## config.mk

```make
export PLATFORM = sky130hd
export DESIGN_NAME = rbm_digdiv
export DESIGN_NICKNAME = d
export VERILOG_FILES = /design/src/rtl/assert_macros.svh /design/src/rtl/rbm_pkg.sv /design/src/rtl/rbm_digdiv.sv
export SDC_FILE = /design/constraint.sdc
export NUM_CORES = 1
export LEC_CHECK = 0
export BUFFER_PORTS_ARGS = -buffer_cell sky130_fd_sc_hd__buf_2
export CORE_MARGIN = 4
export CORE_UTILIZATION = 56
export CTS_CLUSTER_DIAMETER = 40
export DETAILED_ROUTE_END_ITERATION = 12
export GPL_ROUTABILITY_DRIVEN = 0
export PLACE_DENSITY = 0.86
export SLEW_MARGIN = 20
export SYNTH_ARGS = -nofsm -noshare
export SYNTH_HDL_FRONTEND = slang
export SYNTH_SLANG_ARGS = --single-unit
```

## constraint.sdc

```tcl
create_clock -name clk -period 5.3 [get_ports clk]
set_input_delay 0.53 -clock clk [delete_from_list [all_inputs] [get_ports clk]]
set_output_delay 0.53 -clock clk [all_outputs]
set_load 0.02 [all_outputs]
```

## src/rtl/assert_macros.svh

```systemverilog
// Assertion macros shared by the top and multiplier RTL files.
// Each macro samples on clk and is disabled while rst_n is low.
`ifndef ASSERT_MACROS_SVH
`define ASSERT_MACROS_SVH

// Property that must hold at every clock edge
`define RBM_ASSERT(lbl, prop, msg) \
    lbl: assert property (@(posedge clk) disable iff (!rst_n) (prop)) else $error(msg);

// Same-cycle implication
`define RBM_ASSERT_IMP(lbl, ante, cons, msg) \
    lbl: assert property (@(posedge clk) disable iff (!rst_n) (ante) |-> (cons)) \
        else $error(msg);

// Next-cycle implication
`define RBM_ASSERT_NXT(lbl, ante, cons, msg) \
    lbl: assert property (@(posedge clk) disable iff (!rst_n) (ante) |=> (cons)) \
        else $error(msg);

`endif

```

## src/rtl/rbm_pkg.sv

```systemverilog
// Shared constants and types for the radix RSA block.
// No dependencies; the interfaces and the RTL modules import this package.
package rbm_pkg;

    // Field and register widths
    localparam int MOD_W      = 32;
    localparam int EXP_W      = 32;
    localparam int RADIX_W    = 9;
    localparam int LEN_W      = 4;
    localparam int SYM_W      = 8;
    localparam int DIG_W      = 8;
    localparam int CFG_IDX_W  = 3;
    localparam int CFG_DATA_W = 32;

    // Configuration register indexes
    localparam logic [CFG_IDX_W-1:0] REG_MODULUS  = 3'd0;
    localparam logic [CFG_IDX_W-1:0] REG_EXPONENT = 3'd1;
    localparam logic [CFG_IDX_W-1:0] REG_RADIX    = 3'd2;
    localparam logic [CFG_IDX_W-1:0] REG_IN_LEN   = 3'd3;
    localparam logic [CFG_IDX_W-1:0] REG_OUT_LEN  = 3'd4;

    // Radix clamp limits
    localparam logic [RADIX_W-1:0] RADIX_MIN = 9'd2;
    localparam logic [RADIX_W-1:0] RADIX_MAX = 9'd256;

    // Status of a multi-cycle arithmetic unit
    typedef struct packed {
        logic busy;
        logic done;
    } unit_stat_t;

    typedef logic [MOD_W-1:0] mod_word_t;

endpackage

```

## src/rtl/rbm_digdiv.sv

```systemverilog
// Restoring bit-serial divider: splits a word into quotient and one radix digit.
// One quotient bit per cycle over the 32-bit word. Uses rbm_pkg.
module rbm_digdiv
    import rbm_pkg::*;
(
    input  logic               clk,
    input  logic               rst_n,
    input  logic               start,
    input  mod_word_t          dividend,
    input  logic [RADIX_W-1:0] divisor,
    output unit_stat_t         stat,
    output mod_word_t          quotient,
    output logic [DIG_W-1:0]   remainder
);

    localparam int CNT_W = $clog2(MOD_W);

    logic               busy_reg, busy_next;
    logic               done_reg, done_next;
    logic [CNT_W-1:0]   cnt_reg, cnt_next;
    logic [RADIX_W-1:0] div_reg, div_next;
    logic [RADIX_W-1:0] rem_reg, rem_next;
    mod_word_t          quo_reg, quo_next;

    logic [RADIX_W:0] trial;
    logic             ge;

    // Shift in the next dividend bit and try the subtract
    always_comb
    begin
        trial = {rem_reg, quo_reg[MOD_W-1]};
        ge    = trial >= {1'b0, div_reg};
    end

    always_comb
    begin
        busy_next = busy_reg;
        done_next = 1'b0;
        cnt_next  = cnt_reg;
        div_next  = div_reg;
        rem_next  = rem_reg;
        quo_next  = quo_reg;
        if (start)
        begin
            div_next  = divisor;
            quo_next  = dividend;
            rem_next  = '0;
            cnt_next  = CNT_W'(MOD_W - 1);
            busy_next = 1'b1;
        end
        else if (busy_reg)
        begin
            rem_next = ge ? RADIX_W'(trial - {1'b0, div_reg}) : RADIX_W'(trial);
            quo_next = {quo_reg[MOD_W-2:0], ge};
            if (cnt_reg == '0)
            begin
                busy_next = 1'b0;
                done_next = 1'b1;
            end
            else
            begin
                cnt_next = cnt_reg - 1'b1;
            end
        end
    end

    // Hold control state
    always_ff @(posedge clk or negedge rst_n)
    begin
        if (!rst_n)
        begin
            busy_reg <= 1'b0;
            done_reg <= 1'b0;
            cnt_reg  <= '0;
        end
        else
        begin
            busy_reg <= busy_next;
            done_reg <= done_next;
            cnt_reg  <= cnt_next;
        end
    end

    // Hold the working registers
    always_ff @(posedge clk)
    begin
        div_reg <= div_next;
        rem_reg <= rem_next;
        quo_reg <= quo_next;
    end

    assign stat.busy = busy_reg;
    assign stat.done = done_reg;
    assign quotient  = quo_reg;
    // Remainder stays below the radix, at most 256, so eight bits carry it
    assign remainder = rem_reg[DIG_W-1:0];

endmodule
```

==> insert_results.sql <==
INSERT INTO impl_metrics (metric_group, metric, value, unit) VALUES
('yosys', 'post_synth_instance_area', '2930', 'µm²'),
('global_routing', 'first_global_vias', '2187', ''),
('route', 'wl', '6180', 'µm'),
('die', 'die_height', '80.3', 'µm'),
('global_routing', 'gr_overflow_total', '0', ''),
('sta', 'max_freq', '0.404', 'GHz'),
('clock_tree', 'tritoncts_num_sinks', '57', ''),
('sta', 'period_minus_slack', '2.48', 'ns'),
('layout', 'antenna_cells_inserted', '0', ''),
('die', 'num_rows', '26', ''),
('flow_run', 'maxCapViolations', '0', ''),
('outcome', 'outcome', 'completed', ''),
('yosys', 'commonest_register_cell_after_synthesis', 'sky130_fd_sc_hd__edfxtp_1', ''),
('route', 'highest-signal-layer', 'met4', ''),
('layout', 'syn_to_final_growth', '21.3', '%'),
('setup_path', 'crit_slowest_cell', 'sky130_fd_sc_hd__edfxtp_1', ''),
('setup_path', 'criticalPathCategory', 'flip-flop to flip-flop', ''),
('setup_path', 'start_kind', 'flip-flop', ''),
('die', 'dieWidth', '80.3', 'µm'),
('sta', 'timing_worst_slew_pin_value', '0.770', 'ns'),
('layout', 'largest_register_ffs', '32', ''),
('clock_tree', 'cts.repair_timing.setup_buffer_count', '0', ''),
('sta', 'setup_viol', '0', ''),
('clock_tree', 'tritoncts.num_buffers', '9', ''),
('layout', 'drive_above_1_share', '45.5', '%'),
('sta', 'timing_hold_violations_final', '0', ''),
('clock_tree', 'postCtsHoldBufs', '0', ''),
('yosys', 'syn-mean-instance-area', '13.0', 'µm²'),
('route', 'met2WireLength', '3030', 'µm'),
('layout', 'nets', '361', ''),
('route', 'route.layer.met1.wl', '2440', 'µm'),
('yosys', 'synth.yosys.seq_area_share', '54.2', '%'),
('clock_tree', 'clk_pin_slew', '0.08', 'ns'),
('global_routing', 'grt_max_degree', '59', ''),
('clock_tree', 'worst_case_clock_buffer_depth', '2', ''),
('clock_tree', 'insertion_delay', '0.34', 'ns'),
('yosys', 'synth_area_leaders', 'sky130_fd_sc_hd__edfxtp_1 42%, sky130_fd_sc_hd__mux2_2 12%, sky130_fd_sc_hd__dfxtp_1 6.2%', ''),
('route', 'firstDrtPassIters', '4', ''),
('route', 'route.detailed.wl_per_inst', '16.3', 'µm'),
('yosys', 'synth_top_area_share', '42.1', '%'),
('route', 'vias', '2062', ''),
('worst_hold_path', 'min_delay_worst_type', 'input port to asynchronous set/reset pin', ''),
('global_routing', 'grt_pass1_wl', '10100', 'µm'),
('yosys', 'synth.lib_cells_used.distinct', '48', ''),
('clock_tree', 'clock_tree_from_tritoncts', 'done', ''),
('clock_tree', 'clock_tree.htree_level_count', '3', ''),
('route', 'drt_drc_violations_left', '0', ''),
('pwr', 'worst_ir_drop_vdd', '0.000420', 'V'),
('die', 'start_util', '57.7', '%'),
('place', 'dpl.hpwl', '4380', 'µm'),
('setup_path', 'critical-path-top-delay-family', 'compound AO/OA/AOI/OAI gates', ''),
('sta', 'period_share', '46.7', '%'),
('sta', 'rsz0062_at_grt', 'no', ''),
('setup_path', 'critical_path.max_stage_delay', '0.42', 'ns'),
('route', 'via_per_inst', '5.43', ''),
('yosys', 'post_synth_edffs', '41', ''),
('die', 'io_pins', '86', ''),
('setup_path', 'critical_path.cell_chain', 'inv_1 > ha_1 > inv_1 > fa_1 > a211oi_2 > o31a_1 > o211ai_4 > mux2_1', ''),
('sta', 'final_max_slew_violation_count', '0', ''),
('route', 'wl_met3', '567', 'µm'),
('die', 'coreArea', '5070', 'µm²'),
('route', 'ant_nets', '0', ''),
('route', 'detail_route.iter0.violations', '155', ''),
('yosys', 'yosys-top-cells-count', '41 x sky130_fd_sc_hd__edfxtp_1, 32 x sky130_fd_sc_hd__mux2_2, 14 x sky130_fd_sc_hd__inv_1, 13 x sky130_fd_sc_hd__nor2_1, 11 x sky130_fd_sc_hd__ha_1', ''),
('sta', 'final.setup.tns', '0', 'ns'),
('pwr', 'p_per_area', '442', 'nW/µm²'),
('yosys', 'postSynthNetCount', '282', ''),
('place', 'port_buffers', '85', ''),
('yosys', 'netlist_instances', '226', ''),
('setup_path', 'cp.buffers_inverters', '2', ''),
('yosys', 'most_common_cell_in_the_netlist', 'sky130_fd_sc_hd__edfxtp_1', '');
## worst register-to-register path, cell delays in order, from the launching register on
cell	delay (ns)
sky130_fd_sc_hd__edfxtp_1	0.42
sky130_fd_sc_hd__inv_1	0.08
sky130_fd_sc_hd__ha_1	0.16
sky130_fd_sc_hd__inv_1	0.05
sky130_fd_sc_hd__fa_1	0.41
sky130_fd_sc_hd__a211oi_2	0.31
sky130_fd_sc_hd__o31a_1	0.31
sky130_fd_sc_hd__o211ai_4	0.17
sky130_fd_sc_hd__mux2_1	0.33
## routing by layer
metal  global-route usage (%)  vias up
li1                         -      993
met5                        0        -
met1                     23.6      964
met3                     8.41       13
met2                     33.8       92
met4                     9.63        0
## area by class of cell
| cell class | count | area, µm² |
|---|---|---|
| inverters | 14 | 52.6 |
| flip-flops and latches | 57 | 1590 |
| well taps | 70 | 87.6 |
| repair buffers | 86 | 433 |
| multi-input cells | 137 | 1180 |
| clock inverters | 6 | 82.6 |
| clock buffers | 10 | 128 |
| fillers | 364 | 1520 |
## cell usage in the layout, fill, tap and decap left out, drive strengths merged, types with 2 or more instances in the layout
master  count
nand4b      2
dfrtp       7
ha         11
xor2        4
dfxtp       9
a311oi      4
o211ai      3
a31oi       3
nand3       3
a211o       2
xnor2       3
nor4        2
buf        86
a211oi      6
mux2i       6
clkbuf     10
edfxtp     41
nor2       13
bufinv      2
nor3        3
or2         2
nand2       7
a21oi       6
clkinv      3
inv        14
nand2b      7
mux2       33
nor3b       2
o31ai       2
## final timing paths
path / depth (start not counted) / end / from / slack (ns)
worst max-delay path: 8 / quotient[0]$_DFFE_PP_ / quotient[31]$_DFFE_PP_ / 2.82
worst min-delay path: 1 / cnt_reg[2]$_DFFE_PN0P_ / rst_n / 0.01
worst max register to register: 8 / quotient[0]$_DFFE_PP_ / quotient[31]$_DFFE_PP_ / 2.82
worst min register to register: 2 / rem_reg[7]$_SDFFE_PP0P_ / rem_reg[6]$_SDFFE_PP0P_ / 0.52
max in group asynchronous: 1 / cnt_reg[1]$_DFFE_PN0P_ / rst_n / 5.13
min in group clk: 1 / div_reg[7]$_DFFE_PP_ / divisor[7] / 0.36
## report_power, final
group	total, mW	internal (mW)	switching (mW)
clock	0.441	0.262	0.178
sequential	0.600	0.549	0.0510
combinational	0.529	0.228	0.301
total	1.57	1.04	0.531
## stage by stage
stage / utilization, % / cells / setup WS, ns / hold WS [ns] / cell area (µm²)
6_report: 70.0 / 380 / 2.82 / 0.0144 / 3550
5_1_grt: 70.0 / 380 / 2.64 / 0.0179 / 3550
4_1_cts: 70.0 / 380 / 2.84 / 0.0126 / 3550
3_5_place_dp: 65.9 / 364 / 2.83 / 0.369 / 3340
3_3_place_gp: 65.9 / 364 / 2.92 / 0.371 / 3340
2_1_floorplan: - / 226 / 2.88 / 0.234 / 2930
## cell families (layout without fill, tap and decap cells)
kind of cell               count (synthesis)  count (layout)  share of synthesized area, %
and+or+nand+nor                           47              47                          9.19
DFF                                       57              57                          54.2
AOI/OAI and AO/OA                         32              32                          8.97
buffers and inverters                     32             116                          5.43
adders and majority gates                 12              12                          5.38
xor gates and xnor gates                   7               7                          2.09
muxes                                     39              39                          14.7
Note: power is estimated with default switching activity, not from simulation.
