**config.mk**
```make
export PLATFORM = sky130hd
export DESIGN_NAME = rbm_modmul
export DESIGN_NICKNAME = d
export VERILOG_FILES = /design/src/rtl/rbm_pkg.sv /design/src/rtl/rbm_modmul.sv
export VERILOG_INCLUDE_DIRS = /design/src /design/src/rtl
export SDC_FILE = /design/constraint.sdc
export NUM_CORES = 1
export LEC_CHECK = 0
export BUFFER_PORTS_ARGS = -buffer_cell sky130_fd_sc_hd__buf_2
export CORE_MARGIN = 4
export CORE_UTILIZATION = 45
export CTS_CLUSTER_SIZE = 30
export DETAILED_ROUTE_END_ITERATION = 7
export SYNTH_ARGS = -nofsm -noshare
export SYNTH_HDL_FRONTEND = slang
export SYNTH_SLANG_ARGS = --single-unit
export TNS_END_PERCENT = 1
```
**constraint.sdc**
```tcl
create_clock -name clk -period 11.1 [get_ports clk]
set_clock_uncertainty 0.2 [all_clocks]
set_input_delay 2.22 -clock clk [delete_from_list [all_inputs] [get_ports clk]]
set_output_delay 2.22 -clock clk [all_outputs]
set_load 0.02 [all_outputs]
```
**src/rtl/assert_macros.svh**
```systemverilog
// Assertion macros shared by the top and multiplier RTL files.
// Each macro samples on clk and is disabled while rst_n is low.
`ifndef ASSERT_MACROS_SVH
`define ASSERT_MACROS_SVH

// Property that must hold at every clock edge
`define RBM_ASSERT(lbl, prop, msg) \
    lbl: assert property (@(posedge clk) disable iff (!rst_n) (prop)) else $error(msg);

// Same-cycle implication
`define RBM_ASSERT_IMP(lbl, ante, cons, msg) \
    lbl: assert property (@(posedge clk) disable iff (!rst_n) (ante) |-> (cons)) \
        else $error(msg);

// Next-cycle implication
`define RBM_ASSERT_NXT(lbl, ante, cons, msg) \
    lbl: assert property (@(posedge clk) disable iff (!rst_n) (ante) |=> (cons)) \
        else $error(msg);

`endif

```
**src/rtl/rbm_pkg.sv**
```systemverilog
// Shared constants and types for the radix RSA block.
// No dependencies; the interfaces and the RTL modules import this package.
package rbm_pkg;

    // Field and register widths
    localparam int MOD_W      = 32;
    localparam int EXP_W      = 32;
    localparam int RADIX_W    = 9;
    localparam int LEN_W      = 4;
    localparam int SYM_W      = 8;
    localparam int DIG_W      = 8;
    localparam int CFG_IDX_W  = 3;
    localparam int CFG_DATA_W = 32;

    // Configuration register indexes
    localparam logic [CFG_IDX_W-1:0] REG_MODULUS  = 3'd0;
    localparam logic [CFG_IDX_W-1:0] REG_EXPONENT = 3'd1;
    localparam logic [CFG_IDX_W-1:0] REG_RADIX    = 3'd2;
    localparam logic [CFG_IDX_W-1:0] REG_IN_LEN   = 3'd3;
    localparam logic [CFG_IDX_W-1:0] REG_OUT_LEN  = 3'd4;

    // Radix clamp limits
    localparam logic [RADIX_W-1:0] RADIX_MIN = 9'd2;
    localparam logic [RADIX_W-1:0] RADIX_MAX = 9'd256;

    // Status of a multi-cycle arithmetic unit
    typedef struct packed {
        logic busy;
        logic done;
    } unit_stat_t;

    typedef logic [MOD_W-1:0] mod_word_t;

endpackage

```
**src/rtl/rbm_modmul.sv**
```systemverilog
// Bit-serial modular multiplier: result = a * b mod n, b scanned MSB first.
// Each bit of b takes a double-and-reduce step, then an add-and-reduce step. Uses rbm_pkg.
`include "assert_macros.svh"

module rbm_modmul
    import rbm_pkg::*;
#(
    parameter int B_BITS = 32
)
(
    input  logic              clk,
    input  logic              rst_n,
    input  logic              start,
    input  mod_word_t         a,
    input  logic [B_BITS-1:0] b,
    input  mod_word_t         n,
    output unit_stat_t        stat,
    output mod_word_t         result
);

    localparam int CNT_W = $clog2(B_BITS);

    logic              busy_reg, busy_next;
    logic              done_reg, done_next;
    logic              phase_reg, phase_next;
    logic [CNT_W-1:0]  cnt_reg, cnt_next;
    mod_word_t         a_reg, a_next;
    mod_word_t         n_reg, n_next;
    mod_word_t         p_reg, p_next;
    logic [B_BITS-1:0] b_reg, b_next;

    logic [MOD_W:0] dbl, dbl_red, sum, sum_red, n_x;
    mod_word_t      addend;

    // Double, or add the selected multiplicand, with one conditional subtract each
    always_comb
    begin
        n_x     = {1'b0, n_reg};
        dbl     = {p_reg, 1'b0};
        dbl_red = (dbl >= n_x) ? (dbl - n_x) : dbl;
        addend  = b_reg[B_BITS-1] ? a_reg : '0;
        sum     = {1'b0, p_reg} + {1'b0, addend};
        sum_red = (sum >= n_x) ? (sum - n_x) : sum;
    end

    // Sequence the bit steps
    always_comb
    begin
        busy_next  = busy_reg;
        done_next  = 1'b0;
        phase_next = phase_reg;
        cnt_next   = cnt_reg;
        a_next     = a_reg;
        n_next     = n_reg;
        p_next     = p_reg;
        b_next     = b_reg;
        if (start)
        begin
            a_next     = a;
            n_next     = n;
            b_next     = b;
            p_next     = '0;
            cnt_next   = CNT_W'(B_BITS - 1);
            phase_next = 1'b0;
            busy_next  = 1'b1;
        end
        else if (busy_reg)
        begin
            if (!phase_reg)
            begin
                p_next     = dbl_red[MOD_W-1:0];
                phase_next = 1'b1;
            end
            else
            begin
                p_next     = sum_red[MOD_W-1:0];
                b_next     = {b_reg[B_BITS-2:0], 1'b0};
                phase_next = 1'b0;
                if (cnt_reg == '0)
                begin
                    busy_next = 1'b0;
                    done_next = 1'b1;
                end
                else
                begin
                    cnt_next = cnt_reg - 1'b1;
                end
            end
        end
    end

    // Hold control state
    always_ff @(posedge clk or negedge rst_n)
    begin
        if (!rst_n)
        begin
            busy_reg  <= 1'b0;
            done_reg  <= 1'b0;
            phase_reg <= 1'b0;
            cnt_reg   <= '0;
        end
        else
        begin
            busy_reg  <= busy_next;
            done_reg  <= done_next;
            phase_reg <= phase_next;
            cnt_reg   <= cnt_next;
        end
    end

    // Hold operands and the partial result
    always_ff @(posedge clk)
    begin
        a_reg <= a_next;
        n_reg <= n_next;
        p_reg <= p_next;
        b_reg <= b_next;
    end

    assign stat.busy = busy_reg;
    assign stat.done = done_reg;
    assign result    = p_reg;

    `RBM_ASSERT_IMP(a_mm_part_reduced, busy_reg, p_reg < n_reg, "partial product not reduced")
    `RBM_ASSERT_IMP(a_mm_result_reduced, done_reg, p_reg < n_reg, "result not below modulus")
    `RBM_ASSERT_IMP(a_mm_no_restart, start, !busy_reg, "multiplier started while busy")

endmodule

```
==> results of run 1 <==
## area by class of cell
cell class	instances	area (µm²)
clock buffers	19	453
inverters	64	240
flip-flops and latches	136	3720
multi-input cells	920	6610
fillers	2247	11200
clock inverters	13	180
repair buffers	142	738
well taps	319	399
## kinds of logic after synthesis
family | share of synthesized area (%)
AO/OA/AOI/OAI | 21.9
AND/OR/NAND/NOR | 14.9
flip-flops | 34.5
buffers and inverters | 4.23
adder cells (fa/ha/maj) | 11.9
XOR/XNOR | 6.90
multiplexers | 5.71
## worst max-delay path by stage
stage | startpoint | end | slack, ns
5_1_grt | b_reg[31] | result[1] | 3.67
4_1_cts | b_reg[31] | result[1] | 4.13
6_report | b_reg[31] | result[1] | 4.08
3_5_place_dp | b_reg[31] | result[1] | 4.18
2_1_floorplan | b_reg[31] | result[1] | 5.41
3_3_place_gp | b_reg[31] | result[1] | 4.28
## stage by stage
step	hold WS, ns	cell area, µm²	std cells
global placement	0.306	11700	1581
detailed placement	0.311	11700	1581
global route	0.353	12300	1613
floorplan	0.282	10800	1163
finish	0.333	12300	1613
CTS	0.326	12300	1613
## routing by layer
layer / GRT usage, % / up-vias
met3: 4.91 / 33
met2: 34.5 / 263
met1: 32.4 / 4339
met4: 5.99 / 0
li1: - / 4519
met5: 0 / -
## Yosys cell counts, types with 11 or more instances
| library cell | instances | share of area [%] |
|---|---|---|
| nor2b_1 | 13 | 0.75 |
| dfxtp_1 | 32 | 5.9 |
| nand2b_1 | 30 | 1.7 |
| mux2_2 | 34 | 3.5 |
| edfxtp_1 | 96 | 27 |
| o211ai_1 | 11 | 0.77 |
| nand4_1 | 14 | 0.81 |
| ha_1 | 98 | 11 |
| xor2_1 | 30 | 2.4 |
| inv_1 | 64 | 2.2 |
| o21a_1 | 12 | 0.83 |
| nand2_1 | 69 | 2.4 |
| nor2_1 | 83 | 2.9 |
| and2_1 | 40 | 2.3 |
| xnor2_1 | 55 | 4.5 |
| o21ai_1 | 23 | 1.1 |
| mux2i_1 | 21 | 1.9 |
| clkbuf_1 | 22 | 0.77 |
| a211oi_1 | 14 | 0.97 |
| nand3_1 | 26 | 1.2 |
| o21ai_0 | 53 | 2.5 |
| a21o_1 | 37 | 2.6 |
| o21bai_1 | 12 | 0.83 |
| nor3_1 | 16 | 0.74 |
| a21oi_1 | 112 | 5.2 |
## power breakdown
group          total (mW)  switching (mW)  internal, mW
registers           0.731           0.102         0.630
logic                2.02            1.19         0.830
clock network       0.632           0.259         0.374
## critical path: stages, from the launching register on
cell and delay [ns]:
edfxtp_1 0.36, buf_4 0.24, and2_1 0.18, ha_1 0.35, a2111o_1 0.46, o211ai_1 0.46
a31oi_1 0.28, a221o_1 0.44, a221o_1 0.37, a21oi_2 0.26, o21ai_1 0.13, xor2_1 0.20
ha_1 0.30, o21ai_0 0.17, nor2_1 0.08, o31a_1 0.24, a311o_1 0.33, a2111oi_2 0.36
o21a_1 0.17, o31a_2 0.13, buf_4 0.49, mux2_1 0.39, a21oi_1 0.18, a211oi_2 0.08
==> out/metrics.cfg, run 1 <==
[outcome]
run_status = finished clean

[cts]
worstSkewPairLatency_ns = 0.44
post_cts_buffers = 0
clockBufferDepth = 2
tritoncts = built
clock-sinks = 136
cts-root-buf = clkbuf_16
cts_buffers = 17
path_clk_slew_ns = 0.07
cts_resized = 0
cts_hold_buf = 0
cts.htree.levels = 4

[worst_setup_path]
r2r-end = result[1]
start_kind = register
end_kind = register
rrSetupSlack_ns = 4.08
worstPathArrival_ns = 7.12
required_ns = 11.20
critPathMaxFanout = 46
timing.rr.start = b_reg[31]
worstRegToRegCells = 23
path_class = register to register

[floorplan]
num_rows = 56
die-height_um = 163
io_pins = 133
coreArea_um2 = 23500
fp.dieArea_um2 = 26500
die_x_um = 163
start_util_pct = 45.8

[hold_path]
whs_path_depth = 1
hp-start = cnt_reg[1]
min_to = cnt_reg[1]
hp-class = register to register

[timing]
setup_slack_ns = 4.08
finalSetupViolCount = 0
fmax_mhz = 142
max-slew-margin-rel_pct = 40.4
tns_ns = 0
drv_slew = 0
timing.final.crit_period_ns = 7.02
rsz0062_at_grt = false
hold_viol = 0
worst_pin_slew_ns = 0.891
post-route-period-util_pct = 63.2

[logic_synthesis]
ys_seq_area_share_pct = 34.5
synthArstFlopShare_pct = 5.88
syn_inst = 1163
yosysWarnings = 0
synth_area_um2 = 10800
synth_nets = 1363
synth_cell_types = 79
synth_edf_count = 96
ys.flop_type = edfxtp_1
ys_seq_elements = 136
syn_avg_cell_area_um2 = 9.28

[place]
gp_congestion = 0.918
place_ws_ns = 4.18
hpwl_um = 22400
portBuffers = 132

[drt]
vias = 9154
wl_per_cell_um = 18.4
first_pass_iters = 5
drc = 0
drt-total-wl_um = 29800
antenna_left = 0
viasPerCell = 5.68
wl_met2_um = 13100
top_layer = met4
drt_iter0_drc = 633
drt-met1-wl_um = 14200
dr_wl_met3_um = 1850

[cells_and_area]
layout_commonest_cell = buf_2
final_nets = 1481
final_util_pct = 52.4
n_antenna_cell = 0
drive_gt1_share_pct = 18.3
syn_to_final_growth_pct = 14.4
final_cell_mix = 131 x buf_2, 112 x a21oi_1, 98 x ha_1, 96 x edfxtp_1, 83 x nor2_1

[pwr]
peakVddDrop_mv = 0.133
power_mw = 3.39
p_per_area_nw_per_um2 = 274
p_leak_nw = 5.41

[flow_run]
cap_violations = 0

[grt]
grt_max_degree = 50
track_usage_pct = 22.5
antenna_found_initial = 1
grt_pass1_wl_um = 47500
first_global_vias = 8877
grt_overflow = 0

Note: power is estimated with default switching activity, not from simulation.
==> run 2: changes to the inputs <==
--- a/config.mk
+++ b/config.mk
@@ -6,6 +6,7 @@
 export SDC_FILE = /design/constraint.sdc
 export NUM_CORES = 1
 export LEC_CHECK = 0
+export ABC_AREA = 1
 export BUFFER_PORTS_ARGS = -buffer_cell sky130_fd_sc_hd__buf_2
 export CORE_MARGIN = 4
 export CORE_UTILIZATION = 45
==> constraint.sdc (replaced) <==
create_clock -name clk -period 7.1 [get_ports clk]
set_clock_uncertainty 0.2 [all_clocks]
set_input_delay 1.42 -clock clk [delete_from_list [all_inputs] [get_ports clk]]
set_output_delay 1.42 -clock clk [all_outputs]
set_load 0.02 [all_outputs]
==> run 2 against run 1 <==
Effect of this change:
- the flow now finishes with violations (DRC)
- critical endpoint is now result[28]
- flip-flop and latch count did not move
- worst hold slack got worse by 0.015 ns
- routed wire length rose by 54%
- largest cell class unchanged
- critical path depth rose by 5
- combinational power rose by 130%
- sequential share of layout area fell by 5.1 points
- worst setup slack got worse by 2.6 ns
==> out/metrics.cfg, run 2 <==
[timing]
setup_slack_ns = 1.46  ; -2.62 ns
fmax_mhz = 177  ; +24%
worst_pin_slew_ns = 1.07  ; +0.177 ns
whs_ns = 0.317  ; -0.0154 ns
finalSetupViolCount = 0  ; unchanged
timing.final.crit_period_ns = 5.64  ; -1.38 ns
post-route-period-util_pct = 79.4  ; +16 points
hold_viol = 0  ; unchanged
rsz0062_at_grt = false
drv_slew = 0  ; unchanged
tns_ns = 0  ; unchanged
max-slew-margin-rel_pct = 28.8  ; -12 points

[worst_setup_path]
worstPathArrival_ns = 5.78  ; -1.34 ns
end_kind = register
rrSetupSlack_ns = 1.46  ; -2.62 ns
path_class = register to register
worstRegToRegCells = 28  ; +22%
critPathMaxFanout = 34  ; -26%
slowest_stage = edfxtp_1
crit_top_cell = nand2_1
r2r-end = result[28]
cpLargestDelayFamily = simple AND/OR/NAND/NOR gates
path_buf_inv = 3  ; +1
max_stage_delay_ns = 0.82  ; +0.33 ns
start_kind = register
required_ns = 7.24  ; -3.96 ns
timing.rr.start = b_reg[31]

[cells_and_area]
final_cell_mix = 768 x nand2_1, 392 x inv_1, 193 x nand3_1, 140 x nor2_1, 131 x buf_2
drive_gt1_share_pct = 10.3  ; -8.0 points
n_antenna_cell = 0  ; unchanged
layout_commonest_cell = nand2_1
final_nets = 2439  ; +65%
final_util_pct = 51.3  ; -1.2 points
design_area_um2 = 14900  ; +21%
layoutNonFillerInstCount = 2636  ; +63%
syn_to_final_growth_pct = 11.3

[logic_synthesis]
synth_nets = 2324  ; +71%
yosys-top-cells-area = edfxtp_1 22%, nand2_1 22%, inv_1 11%
synth_area_um2 = 13400  ; +24%
synth_edf_count = 96  ; unchanged
synthArstFlopShare_pct = 5.88  ; unchanged
ys_seq_elements = 136  ; unchanged
synth_most_common_cell = nand2_1
yosysTopAreaCell = edfxtp_1
synth_top_area_share_pct = 21.6  ; -5.2 points
syn_avg_cell_area_um2 = 6.29  ; -32%
ys.flop_type = edfxtp_1
yosysWarnings = 0  ; unchanged
syn_inst = 2124  ; +83%
ys_seq_area_share_pct = 27.9  ; -6.7 points
synth_common_cells = 768 x nand2_1, 392 x inv_1, 193 x nand3_1
synth_cell_types = 47  ; -41%

[cts]
path_clk_slew_ns = 0.06  ; about the same
cts.htree.levels = 4  ; unchanged
clockBufferDepth = 2  ; unchanged
tritoncts = built
worstSkewPairLatency_ns = 0.45  ; about the same
cts_hold_buf = 0  ; unchanged
cts-root-buf = clkbuf_16
cts_buffers = 17  ; unchanged
cts_resized = 0  ; unchanged
post_cts_buffers = 0  ; unchanged
clock-sinks = 136  ; unchanged

[drt]
antenna_left = 0  ; unchanged
first_pass_iters = 8  ; +3
drc = 1  ; +1
drt-total-wl_um = 45700  ; +54%
wl_per_cell_um = 17.3  ; -6.0%
drt_iter0_drc = 1067  ; +69%
vias = 13544  ; +48%
viasPerCell = 5.14  ; -9.5%

[pwr]
power_mw = 6.78  ; +100%
p_leak_nw = 8.49  ; +57%
p_per_area_nw_per_um2 = 456  ; +66%
peakVddDrop_mv = 0.198  ; +49%

[place]
place_inst = 2604  ; +65%
portBuffers = 132  ; unchanged
place_ws_ns = 1.49  ; -2.68 ns
placed_area_um2 = 14300  ; +22%
gp_congestion = 0.965  ; +5.1%
hpwl_um = 37600  ; +67%

[grt]
grt_max_degree = 51  ; +2.0%
track_usage_pct = 27.8  ; +5.3 points
grt_overflow = 0  ; unchanged
first_global_vias = 12994  ; +46%
antenna_found_initial = 1  ; unchanged
grt_pass1_wl_um = 70900  ; +49%

[floorplan]
die-height_um = 180  ; +11%
die_x_um = 180  ; +11%
start_util_pct = 46.1  ; +0.25 points
num_rows = 62  ; +11%
fp.dieArea_um2 = 32500  ; +23%
io_pins = 133  ; unchanged
coreArea_um2 = 29000  ; +23%

[hold_path]
hp-start = b_reg[26]
whs_path_depth = 2  ; +1
hp-class = register to register
min_to = b_reg[27]

[outcome]
failed_checks = DRC
run_status = finished with violations

[flow_run]
cap_violations = 0  ; unchanged

==> run 2: changes by cell type in the layout (fill, tap and decap cells not counted), sizes merged, moves of 19 or more <==
cell,change
nand3,+171
nand2b,-30
a211oi,-19
nor2,+71
o21ai,-27
xnor2,-25
mux2i,-21
inv,+337
nand2,+714
a21o,-37
mux2,-36
and2,-34
==> run 2: kinds of logic after synthesis <==
logic type / Yosys count / share of synthesized area [%]
buffers and inverters: 449 / 13.3
AO/OA/AOI/OAI: 187 / 7.70
AND/OR/NAND/NOR: 1202 / 38.3
flip-flops: 136 / 27.9
XOR/XNOR: 49 / 3.21
adder cells (fa/ha/maj): 101 / 9.62
==> run 2: worst max-delay path by stage <==
stage                     startpoint          to  slack, ns  depth (start not counted)
final                      b_reg[31]  result[28]       1.46                         28
after CTS                  b_reg[31]  result[28]       1.48                         28
after floorplan            b_reg[31]   result[9]       3.31                         27
after global placement     b_reg[31]  result[19]       1.54                         28
after global routing       b_reg[31]  result[19]       0.95                         27
after detailed placement   b_reg[31]  result[28]       1.49                         28
==> run 2: worst reg2reg max path: cells and delay by family (launching register included) <==
| family | cells | cell delay (ns) |
|---|---|---|
| buffers and inverters | 3 | 0.18 |
| AOI/OAI and AO/OA | 1 | 0.27 |
| DFF | 1 | 0.82 |
| adders and majority gates | 3 | 1.05 |
| and+or+nand+nor | 21 | 3.01 |
==> run 2: area by class of cell <==
| class | count | area [µm²] |
|---|---|---|
| timing repair buffer | 138 | 708 |
| clock inverter | 15 | 143 |
| inverter | 407 | 1540 |
| tap | 384 | 480 |
| sequential | 136 | 3720 |
| clock buffer | 17 | 425 |
| fill | 3109 | 14100 |
| multi-input combinational | 1539 | 7860 |
==> run 2: routing by layer <==
metal  global-route usage (%)  share of wire [%]  vias to the layer above
li1                         -                  -                     6870
met1                     38.0                 46                     6113
met2                     44.1                 44                      475
met3                     4.72                6.7                       84
met4                     10.8                3.7                        2
met5                        0              0.028                        -
==> run 2: power by group <==
group	total (mW)	internal, mW	switching [mW]
clock network	0.879	0.488	0.391
logic	4.65	1.55	3.10
registers	1.26	1.00	0.255
